`config.mk`:
```
export PLATFORM = sky130hd
export DESIGN_NAME = wps_ctrl
export DESIGN_NICKNAME = d
export VERILOG_FILES = /design/src/hdl/wps_pkg.sv /design/src/hdl/wps_ctrl.sv
export SDC_FILE = /design/constraint.sdc
export NUM_CORES = 1
export LEC_CHECK = 0
export BUFFER_PORTS_ARGS = -buffer_cell sky130_fd_sc_hd__buf_4
export CORE_MARGIN = 5
export CORE_UTILIZATION = 45
export DETAILED_ROUTE_END_ITERATION = 12
export PLACE_DENSITY = 0.83
export SLEW_MARGIN = 5
export SYNTH_ARGS = -nofsm -noshare
export SYNTH_HDL_FRONTEND = slang
export SYNTH_SLANG_ARGS = --single-unit
```
`constraint.sdc`:
```
create_clock -name clk_i -period 2.35 [get_ports clk_i]
set_input_delay 0.47 -clock clk_i [delete_from_list [all_inputs] [get_ports clk_i]]
set_output_delay 0.47 -clock clk_i [all_outputs]
set_load 0.05 [all_outputs]
```
`src/hdl/wps_pkg.sv`:
```
// shared constants, codes and control types of the waypoint path stepper
package wps_pkg;

  localparam int MAX_POINTS = 64;
  localparam int COORD_BITS = 24;
  localparam int STEP_BITS  = 23;
  localparam int DIST_BITS  = 32;

  localparam int IDX_W     = $clog2(MAX_POINTS);
  localparam int CNT_W     = $clog2(MAX_POINTS + 1);
  localparam int DIFF_W    = COORD_BITS + 1;
  localparam int SQ_W      = 2 * DIFF_W;
  localparam int ROOT_W    = DIFF_W;
  localparam int NUM_W     = DIFF_W + STEP_BITS + 1;
  localparam int SUM_W     = ((ROOT_W > DIST_BITS) ? ROOT_W : DIST_BITS) + 1;
  localparam int CFG_W     = (COORD_BITS > STEP_BITS) ? COORD_BITS : STEP_BITS;
  localparam int REG_IDX_W = 2;

  localparam logic [1:0] FUNC_APPEND = 2'd0;
  localparam logic [1:0] FUNC_STEP   = 2'd1;
  localparam logic [1:0] FUNC_CLEAR  = 2'd2;
  localparam logic [1:0] FUNC_UNUSED = 2'd3;

  localparam logic [1:0] STATUS_OK    = 2'd0;
  localparam logic [1:0] STATUS_EMPTY = 2'd1;
  localparam logic [1:0] STATUS_FULL  = 2'd2;

  localparam logic [REG_IDX_W-1:0] REG_STEP_LENGTH = 2'd0;
  localparam logic [REG_IDX_W-1:0] REG_START_X     = 2'd1;
  localparam logic [REG_IDX_W-1:0] REG_START_Y     = 2'd2;
  localparam logic [REG_IDX_W-1:0] REG_START_Z     = 2'd3;

  localparam logic [STEP_BITS-1:0] STEP_RESET = STEP_BITS'(2560);

  typedef logic signed [COORD_BITS-1:0] coord_t;

  typedef struct packed {
    logic       ram_we;
    logic       rd_scan;
    logic       set_status;
    logic [1:0] status;
    logic       clear;
    logic       load_rem;
    logic       a_from_here;
    logic       a_from_b;
    logic       b_from_ram;
    logic       dist_start;
    logic       take_b;
    logic       inc_target;
    logic       adv_start;
    logic       sum_init;
    logic       sum_add;
    logic       out_load;
  } cmd_t;

  typedef struct packed {
    logic count_zero;
    logic count_full;
    logic dist_done;
    logic adv_done;
    logic d_le_rem;
    logic last_target;
    logic seg_last;
  } sts_t;

endpackage

```
`src/hdl/wps_ctrl.sv`:
```
// sequencer of the waypoint path stepper
module wps_ctrl (
  input  logic          clk_i,
  input  logic          rst_ni,
  input  logic          in_valid_i,
  input  logic [1:0]    func_i,
  output logic          in_ready_o,
  output logic          out_valid_o,
  input  logic          out_ready_i,
  input  wps_pkg::sts_t sts_i,
  output wps_pkg::cmd_t cmd_o
);
  import wps_pkg::*;

  typedef enum logic [12:0] {
    S_IDLE      = 13'h0001,
    S_STEP_RD   = 13'h0002,
    S_STEP_LD   = 13'h0004,
    S_STEP_DIST = 13'h0008,
    S_ADV       = 13'h0010,
    S_REP_RD    = 13'h0020,
    S_REP_LD    = 13'h0040,
    S_REP_DIST  = 13'h0080,
    S_SEG_RD    = 13'h0100,
    S_SEG_LD    = 13'h0200,
    S_SEG_DIST  = 13'h0400,
    S_OUT       = 13'h0800,
    S_SPARE     = 13'h1000
  } state_e;

  state_e state_q, state_d;
  logic   out_valid_q, out_valid_d;
  cmd_t   cmd;

  always_comb begin
    cmd     = '0;
    state_d = state_q;
    case (state_q)
      S_IDLE: begin
        if (in_valid_i) begin
          cmd.set_status = 1'b1;
          cmd.status     = STATUS_OK;
          state_d        = S_REP_RD;
          case (func_i)
            FUNC_APPEND: begin
              if (sts_i.count_full) begin
                cmd.status = STATUS_FULL;
              end else begin
                cmd.ram_we = 1'b1;
              end
            end
            FUNC_STEP: begin
              if (sts_i.count_zero) begin
                cmd.status = STATUS_EMPTY;
              end else begin
                cmd.load_rem = 1'b1;
                state_d      = S_STEP_RD;
              end
            end
            FUNC_CLEAR: cmd.clear = 1'b1;
            default: ;
          endcase
        end
      end
      S_STEP_RD: begin
        cmd.a_from_here = 1'b1;
        state_d         = S_STEP_LD;
      end
      S_STEP_LD: begin
        cmd.b_from_ram = 1'b1;
        cmd.dist_start = 1'b1;
        state_d        = S_STEP_DIST;
      end
      S_STEP_DIST: begin
        if (sts_i.dist_done) begin
          if (sts_i.d_le_rem) begin
            cmd.take_b = 1'b1;
            if (sts_i.last_target) begin
              state_d = S_REP_RD;
            end else begin
              cmd.inc_target = 1'b1;
              state_d        = S_STEP_RD;
            end
          end else begin
            cmd.adv_start = 1'b1;
            state_d       = S_ADV;
          end
        end
      end
      S_ADV: begin
        if (sts_i.adv_done) begin
          state_d = S_REP_RD;
        end
      end
      S_REP_RD: begin
        if (sts_i.count_zero) begin
          state_d = S_OUT;
        end else begin
          cmd.a_from_here = 1'b1;
          state_d         = S_REP_LD;
        end
      end
      S_REP_LD: begin
        cmd.b_from_ram = 1'b1;
        cmd.dist_start = 1'b1;
        state_d        = S_REP_DIST;
      end
      S_REP_DIST: begin
        if (sts_i.dist_done) begin
          cmd.sum_init = 1'b1;
          state_d      = sts_i.last_target ? S_OUT : S_SEG_RD;
        end
      end
      S_SEG_RD: begin
        cmd.rd_scan  = 1'b1;
        cmd.a_from_b = 1'b1;
        state_d      = S_SEG_LD;
      end
      S_SEG_LD: begin
        cmd.b_from_ram = 1'b1;
        cmd.dist_start = 1'b1;
        state_d        = S_SEG_DIST;
      end
      S_SEG_DIST: begin
        if (sts_i.dist_done) begin
          cmd.sum_add = 1'b1;
          state_d     = sts_i.seg_last ? S_OUT : S_SEG_RD;
        end
      end
      S_OUT: begin
        if (!out_valid_q || out_ready_i) begin
          cmd.out_load = 1'b1;
          state_d      = S_IDLE;
        end
      end
      default: state_d = S_IDLE;
    endcase
  end

  // result register empties when the beat is taken
  always_comb begin
    if (cmd.out_load) begin
      out_valid_d = 1'b1;
    end else if (out_ready_i) begin
      out_valid_d = 1'b0;
    end else begin
      out_valid_d = out_valid_q;
    end
  end

  always_ff @(posedge clk_i or negedge rst_ni) begin
    if (!rst_ni) begin
      state_q     <= S_IDLE;
      out_valid_q <= 1'b0;
    end else begin
      state_q     <= state_d;
      out_valid_q <= out_valid_d;
    end
  end

  assign in_ready_o  = (state_q == S_IDLE);
  assign out_valid_o = out_valid_q;
  assign cmd_o       = cmd;
endmodule

```
==> results by group <==
Synth
  – Synth Instances: 122
  – Synth Net Count: 135
  – Cell taking the most area after synthesis: dfrtp_1
  – Top-count cell post-synth: nor2_1
  – Yosys reg bits: 13
  – Ranking of synthesized cells by area: dfrtp_1 (30%), nor2_1 (7.1%), nand3_1 (4.5%), buf_4 (3.8%), nor3b_1 (3.8%)
  – Most frequent cells after synthesis: nor2_1 (19), dfrtp_1 (12), nand3_1 (9)
  – Register area share after synthesis: 0.326
  – Asr flop ratio synth: 1.00
  – Synth warn: 0
  – Netlist cell types: 44
  – Share of the synthesized area in the top cell type: 0.300
  – Main synth FF type: dfrtp_1
  – Post-Syn Area: 0.00100 sq mm
  – Syn_area_per_cell: 8.20 sq um
  – EDFF count, synth: 0

Clocking
  – Clock-pin transition on the worst setup and hold timing paths: 0.09 ns
  – Clock Tree Root: clkbuf_4
  – # clock sinks: 13
  – H-tree levels: 1
  – Skew-Pair Late Insertion Delay: 0.29 ns
  – Cts bufs inserted: 3
  – CTS tree: built
  – CTS max path bufs: 2
  – Hold_buf cts: 0

Timing
  – Final worst-path cycle share: 1.06
  – Setup violators final: 8
  – Pins Over Slew Limit: 0
  – Worst-Margin Slew: 0.376 ns
  – Rel. slew slack: 0.746
  – Setup ws final: -0.149 ns
  – Fin. Hold Viols: 0
  – Period minus WS final: 2.50 ns
  – Skew final: 0.0132 ns
  – Max Fclk: 400 MHz
  – RSZ-0062 raised after global routing: yes

Global route
  – First-pass GRT wire length: 5550 um
  – Largest net degree at the start of global routing: 14
  – Vias in the first global route: 1143
  – Initial antenna violation count: 0
  – Tot GR Track Use: 0.219
  – Congestion Overflow GR: 0

Routing
  – Met2 wire length: 1750 um
  – Met3 WL post-DR: 281 um
  – Final WL: 3440 um
  – Detailed-route via count: 1178
  – Top layer in use: met4
  – DRC Markers: 0
  – Drt initial violations: 37
  – Met1 Wirelength: 1300 um
  – Final ANT Viol Nets: 0
  – DR vias/cell: 5.95
  – Detailed Routing Iterations Pass 1: 4
  – WL/cell: 17.4 um

Placement
  – Global placer's final weighted congestion: 0.902
  – Port buffer count: 31
  – Detailed Place HPWL: 2420 um
  – Placed cell count: 187
  – Worst slack, placed: 0.0656 ns

Pwr
  – Pwr per Cell Area: 821 mW/mm^2
  – VDD IR max: 0.707 mV
  – Leak Pwr: 0.727 nW

Worst setup path
  – Critical path buffer and inverter count: 2
  – Crit. End Element: primary output
  – Top delay family on crit path: simple AND/OR/NAND/NOR gates
  – CP Cell Sequence: nor4_4 -> nand2_2 -> and4bb_4 -> nand2_8 -> inv_2 -> and4b_4 -> buf_8
  – Max incr delay on CP: 0.43 ns
  – Data arrival, critical path: 2.03 ns
  – Critical Path Start Type: register
  – Crit path max fanout: 5
  – CP Class: reg2out
  – WP data required: 1.88 ns
  – Crit path max-delay cell type: dfrtp_1

Floorplanning
  – Core box area: 0.00217 sq mm
  – Starting Density: 0.461
  – Die width: 57.2 um
  – Row Count: 17
  – Die ar.: 0.00327 sq mm
  – Die Y: 57.2 um
  – # IOs: 32

Outcome
  – Status: complete, but fails checks
  – Failing checks: setup timing

Layout
  – Area grow syn2layout: 64.4%
  – Finished Layout Cells: 198
  – # diodes: 0
  – Nets: 184
  – Share of cells above drive strength 1: 0.518
  – Final Util: 0.758

Run
  – Max-capacitance violation count: 0

Hold path
  – Worst Hold Class: in2async
[area by class of cell]
type / instances / area (sq um)
Clock buffer: 4 / 26.3
Fill cell: 151 / 524
Inverter: 4 / 15.0
Tap cell: 28 / 35.0
Timing Repair Buffer: 52 / 462
Multi-Input combinational cell: 97 / 774
Sequential cell: 13 / 333
[stage by stage]
stage	total power [mW]	hold slack [ns]	area, sq um	setup TNS, ns
after floorplan	0.819	0.174	1090	-0.746
after global placement	1.04	0.324	1410	0
after detailed placement	1.06	0.325	1410	0
after CTS	1.24	0.0114	1520	-0.617
after global routing	1.43	0.0201	1650	-1.79
final	1.35	0.00322	1650	-0.797
[per-layer routing]
metal / vias up / GRT usage
met3: 15 / 0.0294
met5: - / 0
met4: 0 / 0.0960
met1: 557 / 0.266
met2: 70 / 0.382
li1: 536 / -
[cell usage in the layout, fill, tap and decap left out, types with 4 or more instances in the layout]
master    count
nand2_1       5
nand2b_1      4
dfrtp_2       5
nor2_1       17
nor3_1        4
buf_4        35
dfrtp_1       7
nand3_1       7
o21ai_0       4
buf_6        15
[logic make-up after synthesis]
logic type,count (synthesis),synth area share
buffers and inverters,12,0.0662
flip-flops,13,0.326
AO/OA/AOI/OAI,20,0.140
AND/OR/NAND/NOR,72,0.423
multiplexers,1,0.0100
XOR/XNOR,4,0.0350
[path summary, 6_finish.rpt]
check / slack (ns) / from / cells after the start / to
max in group asynchronous: 2.09 / rst_ni / 1 / state_q[0]
max reg2reg: 0.46 / state_q[7] / 7 / state_q[0]
min reg2reg: 0.57 / state_q[11] / 2 / state_q[9]
max: -0.15 / state_q[7] / 7 / cmd_o[12]
min: 0.003 / rst_ni / 1 / state_q[5]
min in group clk_i: 0.37 / sts_i[6] / 2 / state_q[6]
[power by group]
group | internal [mW] | switching, mW
registers | 0.261 | 0.0508
clock network | 0.0660 | 0.0815
logic | 0.372 | 0.519
[sequential cells by signal, summed over array words and instances, names as in the netlist]
name,count
state_q,12
out_valid_o,1
[timing repair]
action	in CTS	in global routing
endpoints found under the setup margin	13	18
pin swaps	4	6
gates resized for setup	20	21
setup buffers	2	5
No activity file was read; power rests on OpenSTA's default activity.
